File: config.mk
export PLATFORM = sky130hd
export DESIGN_NAME = moving_edge_match_select
export DESIGN_NICKNAME = d
export VERILOG_FILES = /design/src/hdl/mesm_pkg.sv /design/src/hdl/mesm_div.sv /design/src/hdl/mesm_sqr.sv /design/src/hdl/moving_edge_match_select.sv
export SDC_FILE = /design/constraint.sdc
export NUM_CORES = 1
export LEC_CHECK = 0
export ABC_AREA = 1
export BUFFER_PORTS_ARGS = -buffer_cell sky130_fd_sc_hd__buf_2
export CAP_MARGIN = 10
export CORE_MARGIN = 1.5
export CORE_UTILIZATION = 40
export DETAILED_ROUTE_END_ITERATION = 12
export PLACE_DENSITY = 0.63
export SYNTH_ARGS = -nofsm -noshare
export SYNTH_HDL_FRONTEND = slang
export SYNTH_SLANG_ARGS = --single-unit
File: constraint.sdc
create_clock -name i_clk -period 15.25 [get_ports i_clk]
set_input_delay 2.2875 -clock i_clk [delete_from_list [all_inputs] [get_ports i_clk]]
set_output_delay 2.2875 -clock i_clk [all_outputs]
set_load 0.01 [all_outputs]
File: src/hdl/mesm_pkg.sv
// ----------------------------------------------------------------------------
// mesm_pkg
// shared widths, codes and transaction types of the moving edge match select
// ----------------------------------------------------------------------------
package mesm_pkg;

    // field widths
    localparam int RESP_W  = 25;   // raw response, q16.8 signed
    localparam int MASK_W  = 8;    // mask index
    localparam int STR_W   = 24;   // stored strength, q16.8
    localparam int CONV_W  = 26;   // sign-corrected response
    localparam int SCORE_W = 26;   // best score
    localparam int THR_W   = 25;   // likelihood threshold
    localparam int RATIO_W = 16;   // strength ratio, q4.12
    localparam int FRAC_W  = 12;   // fraction bits of the ratio
    localparam int GRAD_W  = 48;   // squared response, q32.16
    localparam int RANK_W  = 6;
    localparam int OUTC_W  = 2;

    // configuration port
    localparam int ADDR_W = 4;
    localparam int DATA_W = 32;
    localparam int REG_W  = 2;
    localparam logic [REG_W-1:0] REG_THRESHOLD  = 2'd0;
    localparam logic [REG_W-1:0] REG_RATIO_LOW  = 2'd1;
    localparam logic [REG_W-1:0] REG_RATIO_HIGH = 2'd2;

    localparam logic [THR_W-1:0]   THRESHOLD_RESET  = 25'd2560;
    localparam logic [RATIO_W-1:0] RATIO_LOW_RESET  = 16'd2048;
    localparam logic [RATIO_W-1:0] RATIO_HIGH_RESET = 16'd6144;

    // mask index jump that flips the contrast sign
    localparam logic [MASK_W-1:0] MASK_JUMP = 8'd120;
    // ratio of one in q4.12
    localparam logic [RATIO_W-1:0] Q_ONE = 16'd4096;

    // outcome codes
    localparam logic [OUTC_W-1:0] OUTCOME_MATCH     = 2'd0;
    localparam logic [OUTC_W-1:0] OUTCOME_CONTRAST  = 2'd1;
    localparam logic [OUTC_W-1:0] OUTCOME_THRESHOLD = 2'd2;

    typedef struct packed {
        logic signed [RESP_W-1:0] raw_response;
        logic [MASK_W-1:0]        mask_idx;
        logic [STR_W-1:0]         prev_strength;
        logic                     prev_negative;
        logic [MASK_W-1:0]        prev_mask_idx;
        logic                     contrast_test;
        logic                     last_candidate;
    } t_item;

    typedef struct packed {
        logic [OUTC_W-1:0] outcome;
        logic [RANK_W-1:0] best_rank;
        logic [STR_W-1:0]  new_strength;
        logic              new_negative;
        logic [MASK_W-1:0] new_mask_idx;
        logic [GRAD_W-1:0] gradient_norm;
    } t_result;

endpackage

File: src/hdl/mesm_div.sv
// ----------------------------------------------------------------------------
// mesm_div
// bit-serial restoring divider for the q4.12 strength ratio, saturating
// ----------------------------------------------------------------------------
module mesm_div (
    input  logic                                i_clk,
    input  logic                                i_rst_n,
    input  logic                                i_start,
    input  logic [mesm_pkg::RESP_W-1:0]         i_num,
    input  logic [mesm_pkg::STR_W-1:0]          i_den,
    output logic                                o_done,
    output logic [mesm_pkg::RATIO_W-1:0]        o_quot
);
    localparam int RATIO_W = mesm_pkg::RATIO_W;
    localparam int STR_W   = mesm_pkg::STR_W;
    localparam int RESP_W  = mesm_pkg::RESP_W;
    localparam int FRAC_W  = mesm_pkg::FRAC_W;
    localparam int SAT_SH  = RATIO_W - FRAC_W;          // integer bits of the ratio
    localparam int CNT_W   = $clog2(RATIO_W);
    localparam int HEAD_W  = RESP_W - SAT_SH;           // dividend bits above the window

    logic               r_busy;
    logic               r_done;
    logic               r_sat;
    logic [CNT_W-1:0]   r_cnt;
    logic [STR_W-1:0]   r_rem;
    logic [STR_W-1:0]   r_den;
    logic [RATIO_W-1:0] r_bits;
    logic [RATIO_W-1:0] r_quot;

    logic [STR_W-1:0]   head;
    logic [STR_W:0]     trial;
    logic [STR_W:0]     diff;
    logic               fits;

    assign head  = {{(STR_W-HEAD_W){1'b0}}, i_num[RESP_W-1:SAT_SH]};
    assign trial = {r_rem, r_bits[RATIO_W-1]};
    assign diff  = trial - {1'b0, r_den};
    assign fits  = (trial >= {1'b0, r_den});

    always_ff @(posedge i_clk) begin
        if (!i_rst_n) begin
            r_busy <= 1'b0;
            r_done <= 1'b0;
            r_cnt  <= '0;
        end else begin
            r_done <= 1'b0;
            if (i_start) begin
                r_busy <= 1'b1;
                r_cnt  <= '0;
                r_den  <= i_den;
                r_rem  <= head;
                r_sat  <= (head >= i_den);
                r_bits <= {i_num[SAT_SH-1:0], {FRAC_W{1'b0}}};
                r_quot <= '0;
            end else if (r_busy) begin
                // one quotient bit a cycle
                r_rem  <= fits ? diff[STR_W-1:0] : trial[STR_W-1:0];
                r_quot <= {r_quot[RATIO_W-2:0], fits};
                r_bits <= {r_bits[RATIO_W-2:0], 1'b0};
                r_cnt  <= r_cnt + 1'b1;
                if (r_cnt == CNT_W'(RATIO_W - 1)) begin
                    r_busy <= 1'b0;
                    r_done <= 1'b1;
                end
            end
        end
    end

    assign o_done = r_done;
    assign o_quot = r_sat ? {RATIO_W{1'b1}} : r_quot;

endmodule

File: src/hdl/mesm_sqr.sv
// ----------------------------------------------------------------------------
// mesm_sqr
// bit-serial shift-add squarer for the gradient norm
// ----------------------------------------------------------------------------
module mesm_sqr (
    input  logic                          i_clk,
    input  logic                          i_rst_n,
    input  logic                          i_start,
    input  logic [mesm_pkg::STR_W-1:0]    i_mag,
    output logic                          o_done,
    output logic [mesm_pkg::GRAD_W-1:0]   o_square
);
    localparam int STR_W = mesm_pkg::STR_W;
    localparam int CNT_W = $clog2(STR_W);

    logic             r_busy;
    logic             r_done;
    logic [CNT_W-1:0] r_cnt;
    logic [STR_W-1:0] r_m;
    logic [STR_W:0]   r_hi;
    logic [STR_W-1:0] r_lo;

    logic [STR_W:0]   sum;

    assign sum = r_hi + (r_lo[0] ? {1'b0, r_m} : '0);

    always_ff @(posedge i_clk) begin
        if (!i_rst_n) begin
            r_busy <= 1'b0;
            r_done <= 1'b0;
            r_cnt  <= '0;
        end else begin
            r_done <= 1'b0;
            if (i_start) begin
                r_busy <= 1'b1;
                r_cnt  <= '0;
                r_m    <= i_mag;
                r_hi   <= '0;
                r_lo   <= i_mag;
            end else if (r_busy) begin
                // add on the low multiplier bit, then shift the pair right
                r_hi  <= {1'b0, sum[STR_W:1]};
                r_lo  <= {sum[0], r_lo[STR_W-1:1]};
                r_cnt <= r_cnt + 1'b1;
                if (r_cnt == CNT_W'(STR_W - 1)) begin
                    r_busy <= 1'b0;
                    r_done <= 1'b1;
                end
            end
        end
    end

    assign o_done   = r_done;
    assign o_square = {r_hi[STR_W-1:0], r_lo};

endmodule

File: src/hdl/moving_edge_match_select.sv
// ----------------------------------------------------------------------------
// moving_edge_match_select
// keeps the best candidate along one edge site's normal and reports a match,
// a contrast suppression or a threshold suppression on the last candidate
// ----------------------------------------------------------------------------
//
//  channel   direction  handshake              payload
//  -------   ---------  ---------------------  ----------------------------
//  item      in         i_valid / o_ready      i_item   (mesm_pkg::t_item)
//  result    out        o_valid / i_ready      o_result (mesm_pkg::t_result)
//  config    in         psel/penable/pwrite    paddr, pwdata, prdata, pready
//
//  one item at a time: o_ready is high only while the sequencer is idle
//  contrast item with a ratio to test: waits for the bit-serial divider
//  (one quotient bit per cycle, 16 bits); other items skip the divider
//  last candidate with a match also waits for the bit-serial squarer
//  the result sits in an output register; a stalled consumer only holds the
//  sequencer when the next result is ready before the previous one is taken
//  synchronous active-low reset clears the run and loads register defaults
//
module moving_edge_match_select #(
    parameter int MAX_QUERIES = 64
) (
    input  logic                          i_clk,
    input  logic                          i_rst_n,
    // item transaction
    input  logic                          i_valid,
    output logic                          o_ready,
    input  mesm_pkg::t_item               i_item,
    // result transaction
    output logic                          o_valid,
    input  logic                          i_ready,
    output mesm_pkg::t_result             o_result,
    // configuration port
    input  logic                          psel,
    input  logic                          penable,
    input  logic                          pwrite,
    input  logic [mesm_pkg::ADDR_W-1:0]   paddr,
    input  logic [mesm_pkg::DATA_W-1:0]   pwdata,
    output logic [mesm_pkg::DATA_W-1:0]   prdata,
    output logic                          pready
);
    localparam int RESP_W  = mesm_pkg::RESP_W;
    localparam int MASK_W  = mesm_pkg::MASK_W;
    localparam int STR_W   = mesm_pkg::STR_W;
    localparam int CONV_W  = mesm_pkg::CONV_W;
    localparam int SCORE_W = mesm_pkg::SCORE_W;
    localparam int THR_W   = mesm_pkg::THR_W;
    localparam int RATIO_W = mesm_pkg::RATIO_W;
    localparam int GRAD_W  = mesm_pkg::GRAD_W;
    localparam int RANK_W  = mesm_pkg::RANK_W;
    localparam int DATA_W  = mesm_pkg::DATA_W;
    localparam int REG_W   = mesm_pkg::REG_W;
    localparam int CNT_W   = $clog2(MAX_QUERIES + 1);   // holds the cap itself
    localparam int POS_W   = $clog2(MAX_QUERIES);

    typedef enum logic [2:0] {
        S_IDLE,
        S_EVAL,
        S_DIV,
        S_WRAP,
        S_SQR,
        S_FIN
    } t_state;

    t_state r_state;

    // configuration registers
    logic [THR_W-1:0]   r_thr;
    logic [RATIO_W-1:0] r_rlo;
    logic [RATIO_W-1:0] r_rhi;

    // latched item
    logic signed [CONV_W-1:0] r_conv;
    logic [STR_W-1:0]         r_prev;
    logic [MASK_W-1:0]        r_mi;
    logic [MASK_W-1:0]        r_pmi;
    logic                     r_ct;
    logic                     r_last;
    logic                     r_active;
    logic [POS_W-1:0]         r_pos;

    // run state
    logic [CNT_W-1:0]         r_count;
    logic                     r_wneg;
    logic                     r_best_found;
    logic [POS_W-1:0]         r_best_pos;
    logic [CONV_W-1:0]        r_best_resp;
    logic [SCORE_W-1:0]       r_best_score;
    logic                     r_ratio_seen;
    logic                     r_sq_sat;

    // output register
    logic                     r_out_valid;
    mesm_pkg::t_result        r_result;

    logic                     accept;
    logic                     cfg_write;
    logic [REG_W-1:0]         reg_sel;
    logic [MASK_W-1:0]        mask_diff;
    logic                     mask_jump;
    logic                     wneg_eff;
    logic [CONV_W-1:0]        raw_ext;
    logic [CONV_W-1:0]        conv_in;
    logic [CONV_W:0]          lik_sum;
    logic                     lik_pass;
    logic                     conv_pos;
    logic [CONV_W-1:0]        mag_conv;
    logic [CONV_W-1:0]        mag_best;
    logic [CONV_W-1:0]        plain_lik;
    logic                     plain_pass;
    logic                     div_start;
    logic                     div_done;
    logic [RATIO_W-1:0]       div_quot;
    logic [RATIO_W-1:0]       ratio_dist;
    logic                     ratio_pass;
    logic                     sqr_start;
    logic                     sqr_done;
    logic [GRAD_W-1:0]        sqr_square;
    mesm_pkg::t_result        fin_result;

    // ------------------------------------------------------------------
    // configuration port, zero wait states
    // ------------------------------------------------------------------
    assign pready    = 1'b1;
    assign reg_sel   = paddr[mesm_pkg::ADDR_W-1:2];
    assign cfg_write = psel && penable && pwrite && pready;

    always_comb begin
        unique case (reg_sel)
            mesm_pkg::REG_THRESHOLD:  prdata = {{(DATA_W-THR_W){1'b0}}, r_thr};
            mesm_pkg::REG_RATIO_LOW:  prdata = {{(DATA_W-RATIO_W){1'b0}}, r_rlo};
            mesm_pkg::REG_RATIO_HIGH: prdata = {{(DATA_W-RATIO_W){1'b0}}, r_rhi};
            default:                  prdata = '0;
        endcase
    end

    always_ff @(posedge i_clk) begin
        if (!i_rst_n) begin
            r_thr <= mesm_pkg::THRESHOLD_RESET;
            r_rlo <= mesm_pkg::RATIO_LOW_RESET;
            r_rhi <= mesm_pkg::RATIO_HIGH_RESET;
        end else if (cfg_write) begin
            case (reg_sel)
                mesm_pkg::REG_THRESHOLD:  r_thr <= pwdata[THR_W-1:0];
                mesm_pkg::REG_RATIO_LOW:  r_rlo <= pwdata[RATIO_W-1:0];
                mesm_pkg::REG_RATIO_HIGH: r_rhi <= pwdata[RATIO_W-1:0];
                default: ;
            endcase
        end
    end

    // ------------------------------------------------------------------
    // item intake: working sign and sign-corrected response
    // ------------------------------------------------------------------
    assign o_ready = (r_state == S_IDLE);
    assign accept  = i_valid && o_ready;

    assign mask_diff = (i_item.mask_idx >= i_item.prev_mask_idx)
                     ? i_item.mask_idx - i_item.prev_mask_idx
                     : i_item.prev_mask_idx - i_item.mask_idx;
    // a large mask jump means the edge turned around: flip the sign
    assign mask_jump = i_item.contrast_test && (mask_diff > mesm_pkg::MASK_JUMP);
    // sign is latched on the first candidate of the run
    assign wneg_eff  = (r_count == '0) ? (i_item.prev_negative ^ mask_jump) : r_wneg;
    assign raw_ext   = {i_item.raw_response[RESP_W-1], i_item.raw_response};
    assign conv_in   = wneg_eff ? (~raw_ext + 1'b1) : raw_ext;

    // ------------------------------------------------------------------
    // candidate tests
    // ------------------------------------------------------------------
    // likelihood = response + previous strength, signed compare
    assign lik_sum  = {r_conv[CONV_W-1], r_conv} + {{(CONV_W+1-STR_W){1'b0}}, r_prev};
    assign lik_pass = $signed(lik_sum) > $signed({{(CONV_W+1-THR_W){1'b0}}, r_thr});
    assign conv_pos = !r_conv[CONV_W-1] && (r_conv != '0);

    assign mag_conv = r_conv[CONV_W-1] ? (~r_conv + 1'b1) : r_conv;
    assign mag_best = r_best_resp[CONV_W-1] ? (~r_best_resp + 1'b1) : r_best_resp;

    // plain mode: twice the magnitude over threshold, and strictly above best
    assign plain_lik  = {mag_conv[CONV_W-2:0], 1'b0};
    assign plain_pass = (plain_lik > {{(CONV_W-THR_W){1'b0}}, r_thr})
                     && (!r_best_found || (mag_conv > mag_best));

    // ratio window and distance from one
    assign ratio_dist = (div_quot >= mesm_pkg::Q_ONE) ? div_quot - mesm_pkg::Q_ONE
                                                      : mesm_pkg::Q_ONE - div_quot;
    assign ratio_pass = (div_quot > r_rlo) && (div_quot < r_rhi)
                     && (!r_best_found
                         || ({{(SCORE_W-RATIO_W){1'b0}}, ratio_dist} < r_best_score));

    assign div_start = (r_state == S_EVAL) && r_active && r_ct && lik_pass
                    && conv_pos && (r_prev != '0);
    assign sqr_start = (r_state == S_WRAP) && r_last && r_best_found;

    mesm_div u_div (
        .i_clk   (i_clk),
        .i_rst_n (i_rst_n),
        .i_start (div_start),
        .i_num   (r_conv[RESP_W-1:0]),
        .i_den   (r_prev),
        .o_done  (div_done),
        .o_quot  (div_quot)
    );

    mesm_sqr u_sqr (
        .i_clk    (i_clk),
        .i_rst_n  (i_rst_n),
        .i_start  (sqr_start),
        .i_mag    (mag_best[STR_W-1:0]),
        .o_done   (sqr_done),
        .o_square (sqr_square)
    );

    // ------------------------------------------------------------------
    // result of the run
    // ------------------------------------------------------------------
    always_comb begin
        if (r_best_found) begin
            fin_result.outcome        = mesm_pkg::OUTCOME_MATCH;
            fin_result.best_rank      = RANK_W'(r_best_pos);
            // a magnitude of exactly 2^24 saturates the stored strength
            fin_result.new_strength   = mag_best[STR_W] ? {STR_W{1'b1}}
                                                        : mag_best[STR_W-1:0];
            fin_result.new_negative   = r_wneg ^ r_best_resp[CONV_W-1];
            fin_result.new_mask_idx   = r_mi;
            fin_result.gradient_norm  = r_sq_sat ? {GRAD_W{1'b1}} : sqr_square;
        end else begin
            fin_result.outcome        = (r_ct && r_ratio_seen)
                                      ? mesm_pkg::OUTCOME_CONTRAST
                                      : mesm_pkg::OUTCOME_THRESHOLD;
            fin_result.best_rank      = '0;
            fin_result.new_strength   = r_prev;
            fin_result.new_negative   = r_wneg;
            fin_result.new_mask_idx   = r_pmi;
            fin_result.gradient_norm  = '0;
        end
    end

    // ------------------------------------------------------------------
    // sequencer, run state and output register
    // ------------------------------------------------------------------
    always_ff @(posedge i_clk) begin
        if (!i_rst_n) begin
            r_state      <= S_IDLE;
            r_count      <= '0;
            r_wneg       <= 1'b0;
            r_best_found <= 1'b0;
            r_best_pos   <= '0;
            r_best_resp  <= '0;
            r_best_score <= '0;
            r_ratio_seen <= 1'b0;
            r_out_valid  <= 1'b0;
        end else begin
            // consumer takes the pending result
            if (r_out_valid && i_ready && (r_state != S_FIN)) begin
                r_out_valid <= 1'b0;
            end

            unique case (r_state)
                S_IDLE: begin
                    if (accept) begin
                        r_conv   <= conv_in;
                        r_prev   <= i_item.prev_strength;
                        r_mi     <= i_item.mask_idx;
                        r_pmi    <= i_item.prev_mask_idx;
                        r_ct     <= i_item.contrast_test;
                        r_last   <= i_item.last_candidate;
                        r_wneg   <= wneg_eff;
                        r_pos    <= r_count[POS_W-1:0];
                        // candidates past the cap only close the run
                        r_active <= (r_count < CNT_W'(MAX_QUERIES));
                        if (r_count < CNT_W'(MAX_QUERIES)) begin
                            r_count <= r_count + 1'b1;
                        end
                        r_state <= S_EVAL;
                    end
                end
                S_EVAL: begin
                    if (div_start) begin
                        r_state <= S_DIV;
                    end else begin
                        r_state <= S_WRAP;
                    end
                    if (r_active) begin
                        if (r_ct) begin
                            if (lik_pass) begin
                                r_ratio_seen <= (r_conv != '0);
                            end
                        end else if (plain_pass) begin
                            r_best_found <= 1'b1;
                            r_best_score <= plain_lik;
                            r_best_resp  <= r_conv;
                            r_best_pos   <= r_pos;
                        end
                    end
                end
                S_DIV: begin
                    if (div_done) begin
                        if (ratio_pass) begin
                            r_best_found <= 1'b1;
                            r_best_score <= {{(SCORE_W-RATIO_W){1'b0}}, ratio_dist};
                            r_best_resp  <= r_conv;
                            r_best_pos   <= r_pos;
                        end
                        r_state <= S_WRAP;
                    end
                end
                S_WRAP: begin
                    if (!r_last) begin
                        r_state <= S_IDLE;
                    end else if (sqr_start) begin
                        r_sq_sat <= mag_best[STR_W];
                        r_state  <= S_SQR;
                    end else begin
                        r_state <= S_FIN;
                    end
                end
                S_SQR: begin
                    if (sqr_done) begin
                        r_state <= S_FIN;
                    end
                end
                S_FIN: begin
                    if (!r_out_valid || i_ready) begin
                        r_result     <= fin_result;
                        r_out_valid  <= 1'b1;
                        // clear the run for the next site
                        r_count      <= '0;
                        r_wneg       <= 1'b0;
                        r_best_found <= 1'b0;
                        r_best_pos   <= '0;
                        r_best_resp  <= '0;
                        r_best_score <= '0;
                        r_ratio_seen <= 1'b0;
                        r_state      <= S_IDLE;
                    end
                end
                default: r_state <= S_IDLE;
            endcase
        end
    end

    assign o_valid  = r_out_valid;
    assign o_result = r_result;

endmodule
# Word level (Yosys, flattened, before mapping)
# Cells that the tools add are included.
# op_classes
magnitude_cmp	12
bitwise_logic	8
n_eq_ne	21
reduce_logical	53
addsub	13
mux	78
# op_table
operator	n
26-bit 2-to-1 mux	14
24-bit 2-to-1 mux	7
26-bit case mux with 3 select lines	2
81-bit 2-to-1 mux	1
16-bit 2-to-1 mux	5
26-bit by 1-bit adder with 26-bit output (second input constant)	3
26-bit NOT	3
25-bit case mux with 3 select lines	1
48-bit 2-to-1 mux	1
6-bit 2-to-1 mux	6
26-bit by 25-bit adder with 27-bit output	1
27-bit by 26-bit greater-than comparator with 1-bit output	1
26-bit by 25-bit greater-than comparator with 1-bit output	1
26-bit greater-than comparator	1
16-bit by 26-bit < comparator with 1-bit output	1
26-bit nonzero test	1
24-bit by 25-bit adder with 25-bit output	1
25-bit by 24-bit greater-or-equal comparator with 1-bit output	1
21-bit by 24-bit greater-or-equal comparator with 1-bit output	1
1-bit 2-to-1 mux	24
24-bit nonzero test	1
24-bit subtractor	1
21-bit 2-to-1 mux	1
7-bit 2-to-1 mux	3
other kinds (47)	103
# word_totals
ff_bits	459
inputBits	111

# Longest topological paths before layout
# Gate-level depths: netlist of run 1.
# logic_depth
depth_word	10
mapped_depth	30
depth_no_buf	28

# By module
# Synthesis of run 1 repeated with hierarchy kept, for this count alone.
# hier_totals
cells_unflattened	3934
hier_area_um2	29977.5
# modules_own_cells
module	area_each_um2	n_inst	cells_per_inst
moving_edge_match_select	19587.5	1	2532
mesm_div	5617.9	1	770
mesm_sqr	4772.1	1	632

# Worst setup path before layout of run 1
# OpenSTA, ideal clock, no wires.
# synth_timing
path_type	input to register
from	in i_rst_n
to	reg r_wneg
required_time_ns	15.159
setup_slack_ns	6.718
t_arrival_ns	8.441
stages	5
setup_time_ns	0.091
path_cell_list	clkbuf_1 > inv_1 > nor3_1 > a31oi_1 > a21oi_4
# synth_rtl
item	line	text
from (decl)	moving_edge_match_select.sv:25	input logic i_rst_n,
to (signal assigned)	moving_edge_match_select.sv:269	r_wneg <= wneg_eff;
to (decl)	moving_edge_match_select.sv:85	logic r_wneg;

# Final worst setup path of run 1
# layout_timing
from	in paddr[2] (netlist bit)
to	out prdata[13] (netlist bit)
# layout_via
elab_chain_len	2
word_cells_on_any_way	4
cone_classes	eq/ne (2); mux (1); reduce/logical (1)
# layout_rtl
item	line	text
from (decl)	moving_edge_match_select.sv:38	input logic [mesm_pkg::ADDR_W-1:0] paddr,
2-bit equality test, or another cell as far along	moving_edge_match_select.sv:130	unique case (reg_sel)
25-bit case mux with 3 select lines (*)	moving_edge_match_select.sv:130	
to (decl)	moving_edge_match_select.sv:40	output logic [mesm_pkg::DATA_W-1:0] prdata,
# Every way passes the cells marked *; elsewhere a longest branch is shown, timed or not.

==> flow_metrics.tcl, run 1 <==
set metrics [dict create \
    cp.depth 5 \
    routed_wl_um 84040 \
    fp.dieH_um 269.2 \
    crit_type "input port to output port" \
    synth-main-ff-cell "edfxtp_1" \
    setup_tns_ns 0 \
    grt_pass1_vias 22530 \
    hold_viol_final 0 \
    crit_top_cell "buf_2" \
    gp_congestion 0.9343 \
    grt_max_degree 82 \
    end_kind "output port" \
    track_usage_pct 22.58 \
    ctsLongestPathBuffers 3 \
    power_density_nw_per_um2 143.2 \
    multiInputGateArea_um2 13820 \
    globalRouteMet3Util_pct 3.153 \
    antenna_left 0 \
    numCtsBuffers 50 \
    swShare_pct 39.82 \
    avgSynthCellArea_um2 7.983 \
    r2r-end "r_best_score[19]" \
    ff2ff_setup_slack_ns 9.25 \
    layout-drive-gt1-share_pct 9.499 \
    antenna_found_initial 1 \
    ys_seq_area_share_pct 42.45 \
    fin_cells 4709 \
    synthArstFlopShare_pct 0 \
    pin_count 235 \
    postLayoutCoreUtil_pct 45.66 \
    viasPerCell 5.165 \
    outcome "finished clean" \
    clock_sinks 448 \
    crit_buf_inv 3 \
    io_buffers 217 \
    firstDrtPassIters 6 \
    power_frac_seq_pct 36.0 \
    clk_pin_slew_worst_paths_ns 0.06 \
    root_buffer "clkbuf_16" \
    p_comb_share_pct 37.3 \
    grt_first_pass_wirelength_um 128500 \
    fin_crit_ns 6.131 \
    hold_path_class "register to register" \
    drc 0 \
    setup_viol_count_final 0 \
    fp-row-count 97 \
    maxSlewHeadroom_pct 19.57 \
    clock_latency_ns 0.61 \
    die_x_um 269.2 \
    ir_drop_v 0.00008209 \
    holdPathStages 2 \
    seq_area_um2 12030 \
    r2r_cells 28 \
    worstHoldEndpoint "r_best_pos[2]" \
    fmax_mhz 163.1 \
    critPathSlowestCell "clkinv_1" \
    hp-start "r_best_pos[2]" \
    area_growth_syn_to_layout_pct 12.81 \
    cts.repair.resized 0 \
    synth_edf_count 306 \
    critical_path.max_stage_delay_ns 0.60 \
    nFillCells 6972 \
    num_antenna_cells 0 \
    grt.overflow.total 0 \
    cp_max_fo 26 \
    ys_warn_count 0 \
    arrival_ns 3.84 \
    netlist-cell-type-count 55 \
    fin_nets 4083 \
    gr-usage-met2_pct 36.59 \
    drv_slew 0 \
    grt_use_met1_pct 31.35 \
    vias 24320 \
    htreeDepth 2 \
    p_switching_w 0.001823 \
    clkPwrFrac_pct 26.7 \
    first_iter_violations 2052 \
    core_um2 70030 \
    cp_top_family "buffers and inverters" \
    grt.busiest_layer "met2" \
    grt_setup_unrepaired "false" \
    start_util_pct 40.48 \
    dpl.hpwl_um 62480 \
    wl_per_cell_um 17.85 \
    crit_chain "buf_2 -> nor2_1 -> clkinv_1 -> o221ai_1 -> buf_2" \
    numPlacedInstances 4614 \
    cts_tree "built" \
    clock_skew_ns 0.03674 \
    die_area_um2 72470 \
    syn-cell-area_um2 28350 \
    post_cts_buffers 0 \
    p_leak_nw 14.46 \
    required_ns 12.96 \
    cell_internal_pwr_w 0.002755 \
    tightest_slew_ns 1.205 \
    startpoint_type "input port" \
    cts_hold_buf 0 \
    fin_crit_sh_pct 40.21 \
    cap_viol_max_count 0 \
    ys_seq_elements 448 \
    r2r-start "r_conv[0]" \
    synth_cells 3551 \
]
[per-layer routing]
| metal | wire [um] | vias to the layer above |
|---|---|---|
| li1 | - | 12140 |
| met1 | 37810 | 11340 |
| met5 | 0 | - |
| met2 | 38470 | 733 |
| met3 | 5599 | 115 |
| met4 | 2164 | 0 |
[cell usage in the layout (no fill, tap or decap), types with 5 or more instances in the layout]
cell type,count
nand3_1,119
inv_1,529
a21o_1,13
buf_4,19
inv_6,6
a21oi_1,294
buf_2,217
o21ai_0,175
clkbuf_1,12
nand2_1,828
conb_1,8
inv_2,10
nor3_1,37
o21a_1,11
dfxtp_1,142
clkinv_2,5
nor2_1,326
o221ai_1,19
xor2_1,103
nor4_1,19
edfxtp_1,306
nor3b_1,5
o21bai_1,9
or2_2,10
clkbuf_16,50
o31ai_1,6
clkinv_1,11
a22oi_1,23
ha_1,240
fa_1,5
xnor2_1,30
a211oi_1,5
bufinv_16,5
a31oi_1,15
o211ai_1,20
nand4_1,85
[stage by stage]
stage                     worst slack (ns)  hold WS (ns)  cell area, um^2  total power, W
after global routing                 8.740        0.4795            31980        0.004879
after CTS                            9.100        0.4692            31950        0.004584
after detailed placement             9.102        0.4561            30290        0.003345
after global placement               9.132        0.4523            30290        0.003317
final                                9.119        0.4643            31980        0.004578
after floorplan                      6.718        0.4393            28370        0.002840
[cell families (layout without fill, tap and decap cells)]
logic type	Yosys count	in the layout	synth area share [%]
flip-flops	448	448	42.45
adder cells (fa/ha/maj)	245	245	10.95
AND/OR/NAND/NOR	1454	1454	21.36
buffers and inverters	662	874	9.141
other	2	8	0.02649
AO/OA/AOI/OAI	607	607	11.97
XOR/XNOR	133	133	4.109
[power groups by stage]
stage / sequential, W / clock, W / combinational (W)
floorplan: 0.00160 / 0 / 0.00124
global placement: 0.00167 / 0 / 0.00165
detailed placement: 0.00167 / 0 / 0.00168
CTS: 0.00164 / 0.00125 / 0.00169
global route: 0.00166 / 0.00130 / 0.00193
finish: 0.00165 / 0.00122 / 0.00171
[tightest hold or removal path: cells and delay by family, from the launching register on]
family / cells / cell delay (ns)
AO/OA/AOI/OAI: 1 / 0.05
flip-flops: 1 / 0.30
AND/OR/NAND/NOR: 1 / 0.06
[state kept, by name, indices dropped and copies added (netlist names), 24 cells and up]
register,flops
r_best_score,26
r_conv,26
u_div.r_den,24
r_thr,25
u_sqr.r_m,24
r_prev,24
r_best_resp,26
u_div.r_rem,24
u_sqr.r_hi,24
o_result,89
u_sqr.r_lo,24
[final cells by class]
type / count / area share (%)
clock buffers: 64 / 4.140
repair buffers: 237 / 3.928
well taps: 940 / 3.678
flip-flops and latches: 448 / 37.62
clock inverters: 30 / 1.049
inverters: 543 / 6.374
multi-input cells: 2447 / 43.21
[cell usage after synthesis (78+ instances only)]
library cell / number / area (um^2)
a21oi_1: 294 / 1471
clkbuf_1: 78 / 292.8
dfxtp_1: 142 / 2843
edfxtp_1: 306 / 9189
ha_1: 240 / 3003
inv_1: 530 / 1989
nand2_1: 828 / 3108
nand3_1: 121 / 605.6
nand4_1: 85 / 531.8
nor2_1: 330 / 1239
o21ai_0: 177 / 885.9
xor2_1: 103 / 902.1
[worst max-delay path by stage]
stage                       end       from
2_1_floorplan            r_wneg    i_rst_n
3_5_place_dp         prdata[13]   paddr[2]
4_1_cts              prdata[13]   paddr[2]
6_report             prdata[13]   paddr[2]
3_3_place_gp         prdata[13]   paddr[2]
5_1_grt        r_best_score[14]  r_conv[0]
No activity file was read; power rests on OpenSTA's default activity.
==> run 2: changes to the inputs <==
--- a/config.mk
+++ b/config.mk
@@ -11,7 +11,7 @@
 export CORE_MARGIN = 1.5
 export CORE_UTILIZATION = 40
 export DETAILED_ROUTE_END_ITERATION = 12
-export PLACE_DENSITY = 0.63
+export PLACE_DENSITY = 0.65
 export SYNTH_ARGS = -nofsm -noshare
 export SYNTH_HDL_FRONTEND = slang
 export SYNTH_SLANG_ARGS = --single-unit
==> constraint.sdc (replaced) <==
create_clock -name i_clk -period 5.6 [get_ports i_clk]
set_input_delay 0.84 -clock i_clk [delete_from_list [all_inputs] [get_ports i_clk]]
set_output_delay 0.84 -clock i_clk [all_outputs]
set_load 0.01 [all_outputs]
==> run 2 against run 1 <==
  * Critical endpoint is now u_div.r_rem[5]
  * Cell count rose by 0.53%
  * Critical path depth rose by 13
  * Sequential cell count did not move
  * Power rose to 2.8 times the previous value
==> flow_metrics.tcl, run 2 (same netlist as run 1, synthesis figures left out) <==
set metrics [dict create \
    outcome "finished clean" \
    grt_max_degree 82 \
    htreeDepth 2 \
    antenna_found_initial 3 \
    p_leak_nw 14.63 \
    worst_slack_ns 0.6601 \
    maxSlewHeadroom_pct 20.88 \
    cp_max_fo 68 \
    ctsLongestPathBuffers 3 \
    fin_crit_ns 4.940 \
    nFillCells 6891 \
    antenna_left 0 \
    fmax_mhz 202.4 \
    root_buffer "clkbuf_16" \
    fin_nets 4106 \
    clkPwrFrac_pct 27.1 \
    area_growth_syn_to_layout_pct 13.72 \
    die_area_um2 72470 \
    crit_type "register to register" \
    final_cell_mix "nand2_1, inv_1, nor2_1" \
    track_usage_pct 22.71 \
    cell_internal_pwr_w 0.007662 \
    startpoint_type "register" \
    clock_latency_ns 0.63 \
    total_power_w 0.01272 \
    clock_sinks 448 \
    numCtsBuffers 51 \
    hold_viol_final 0 \
    hold_path_class "input port to register" \
    place_ws_ns 0.8768 \
    drv_slew 0 \
    setup_tns_ns 0 \
    ir_drop_v 0.0002354 \
    p_switching_w 0.005060 \
    gp_congestion 0.9480 \
    cts_tree "built" \
    grt_first_pass_wirelength_um 129300 \
    clk_pin_slew_worst_paths_ns 0.06 \
    cap_viol_max_count 0 \
    wl_per_cell_um 17.92 \
    grt_pass1_vias 22710 \
    routed_wl_um 84850 \
    grt.overflow.total 0 \
    fp.dieH_um 269.2 \
    die_x_um 269.2 \
    p_comb_share_pct 38.3 \
    viasPerCell 5.169 \
    firstDrtPassIters 6 \
    vias 24470 \
    cts_hold_buf 0 \
    post_cts_buffers 0 \
    cts.repair.resized 0 \
    first_iter_violations 1958 \
    postLayoutCoreUtil_pct 46.03 \
    core_um2 70030 \
    start_util_pct 40.48 \
    io_buffers 217 \
    arrival_ns 5.27 \
    layout-drive-gt1-share_pct 10.12 \
    final_common_cell "nand2_1" \
    setup_viol_count_final 0 \
    fp-row-count 97 \
    pin_count 235 \
    power_frac_seq_pct 34.6 \
    fin_crit_sh_pct 88.21 \
    largest_register_ffs 89 \
    power_density_nw_per_um2 394.7 \
    tightest_slew_ns 1.185 \
    required_ns 5.93 \
    drc 0 \
    end_kind "register" \
    grt_setup_unrepaired "false" \
    clock_skew_ns 0.05494 \
    swShare_pct 39.77 \
    dpl.hpwl_um 63620 \
]
[run 2: per-layer routing]
metal	GRT usage, %	share of wire (%)
met1	31.40	45
met2	36.60	45
met3	3.420	6.9
met4	6.854	2.9
met5	0	0
[run 2: power by group through the flow]
stage / clock, W / combinational (W) / sequential [W]
finish: 0.00345 / 0.00487 / 0.00440
detailed placement: 0 / 0.00477 / 0.00445
floorplan: 0 / 0.00337 / 0.00435
global route: 0.00364 / 0.00545 / 0.00443
CTS: 0.00352 / 0.00480 / 0.00439
global placement: 0 / 0.00470 / 0.00445
[run 2: critical path: stages, from the launching register on]
cell and delay, ns:
edfxtp_1 0.59, ha_1 0.34, fa_1 0.47, nand3_1 0.13
nand3_1 0.21, a21oi_1 0.34, o31ai_1 0.19, a21o_1 0.20
xor2_1 0.15, ha_1 0.30, nand2_1 0.10, nor3_1 0.22
nor3b_1 0.31, nand3_1 0.16, nand4_2 0.22, buf_12 0.33
inv_1 0.17, nand2_1 0.12, nand2_1 0.06
[run 2: path summary, 6_finish.rpt]
path / start / end / slack, ns / depth (start not counted)
worst max-delay path: r_conv[0] / u_div.r_rem[5] / 0.66 / 18
worst min-delay path: i_item[25] / r_prev[14] / 0.41 / 1
worst max register to register: r_conv[0] / u_div.r_rem[5] / 0.66 / 18
worst min register to register: r_best_pos[4] / r_best_pos[4] / 0.46 / 2
[run 2: metrics by stage]
step / std cells / cell area (um^2) / hold slack [ns]
global route: 4734 / 32230 / 0.3819
floorplan: 3557 / 28380 / 0.4393
global placement: 4637 / 30500 / 0.4518
detailed placement: 4637 / 30500 / 0.4588
finish: 4734 / 32230 / 0.4092
CTS: 4733 / 32230 / 0.3782
[run 2: final cells by class]
class                      instances  area [um^2]  share of cell area, %
inverter                         543         2038                  6.323
sequential                       448        12030                  37.32
tap                              940         1176                  3.649
clock buffer                      74         1485                  4.607
timing repair buffer             259         1439                  4.464
clock inverter                    22        249.0                 0.7724
antenna                            1        2.502               0.007763
multi-input combinational       2447        13810                  42.85
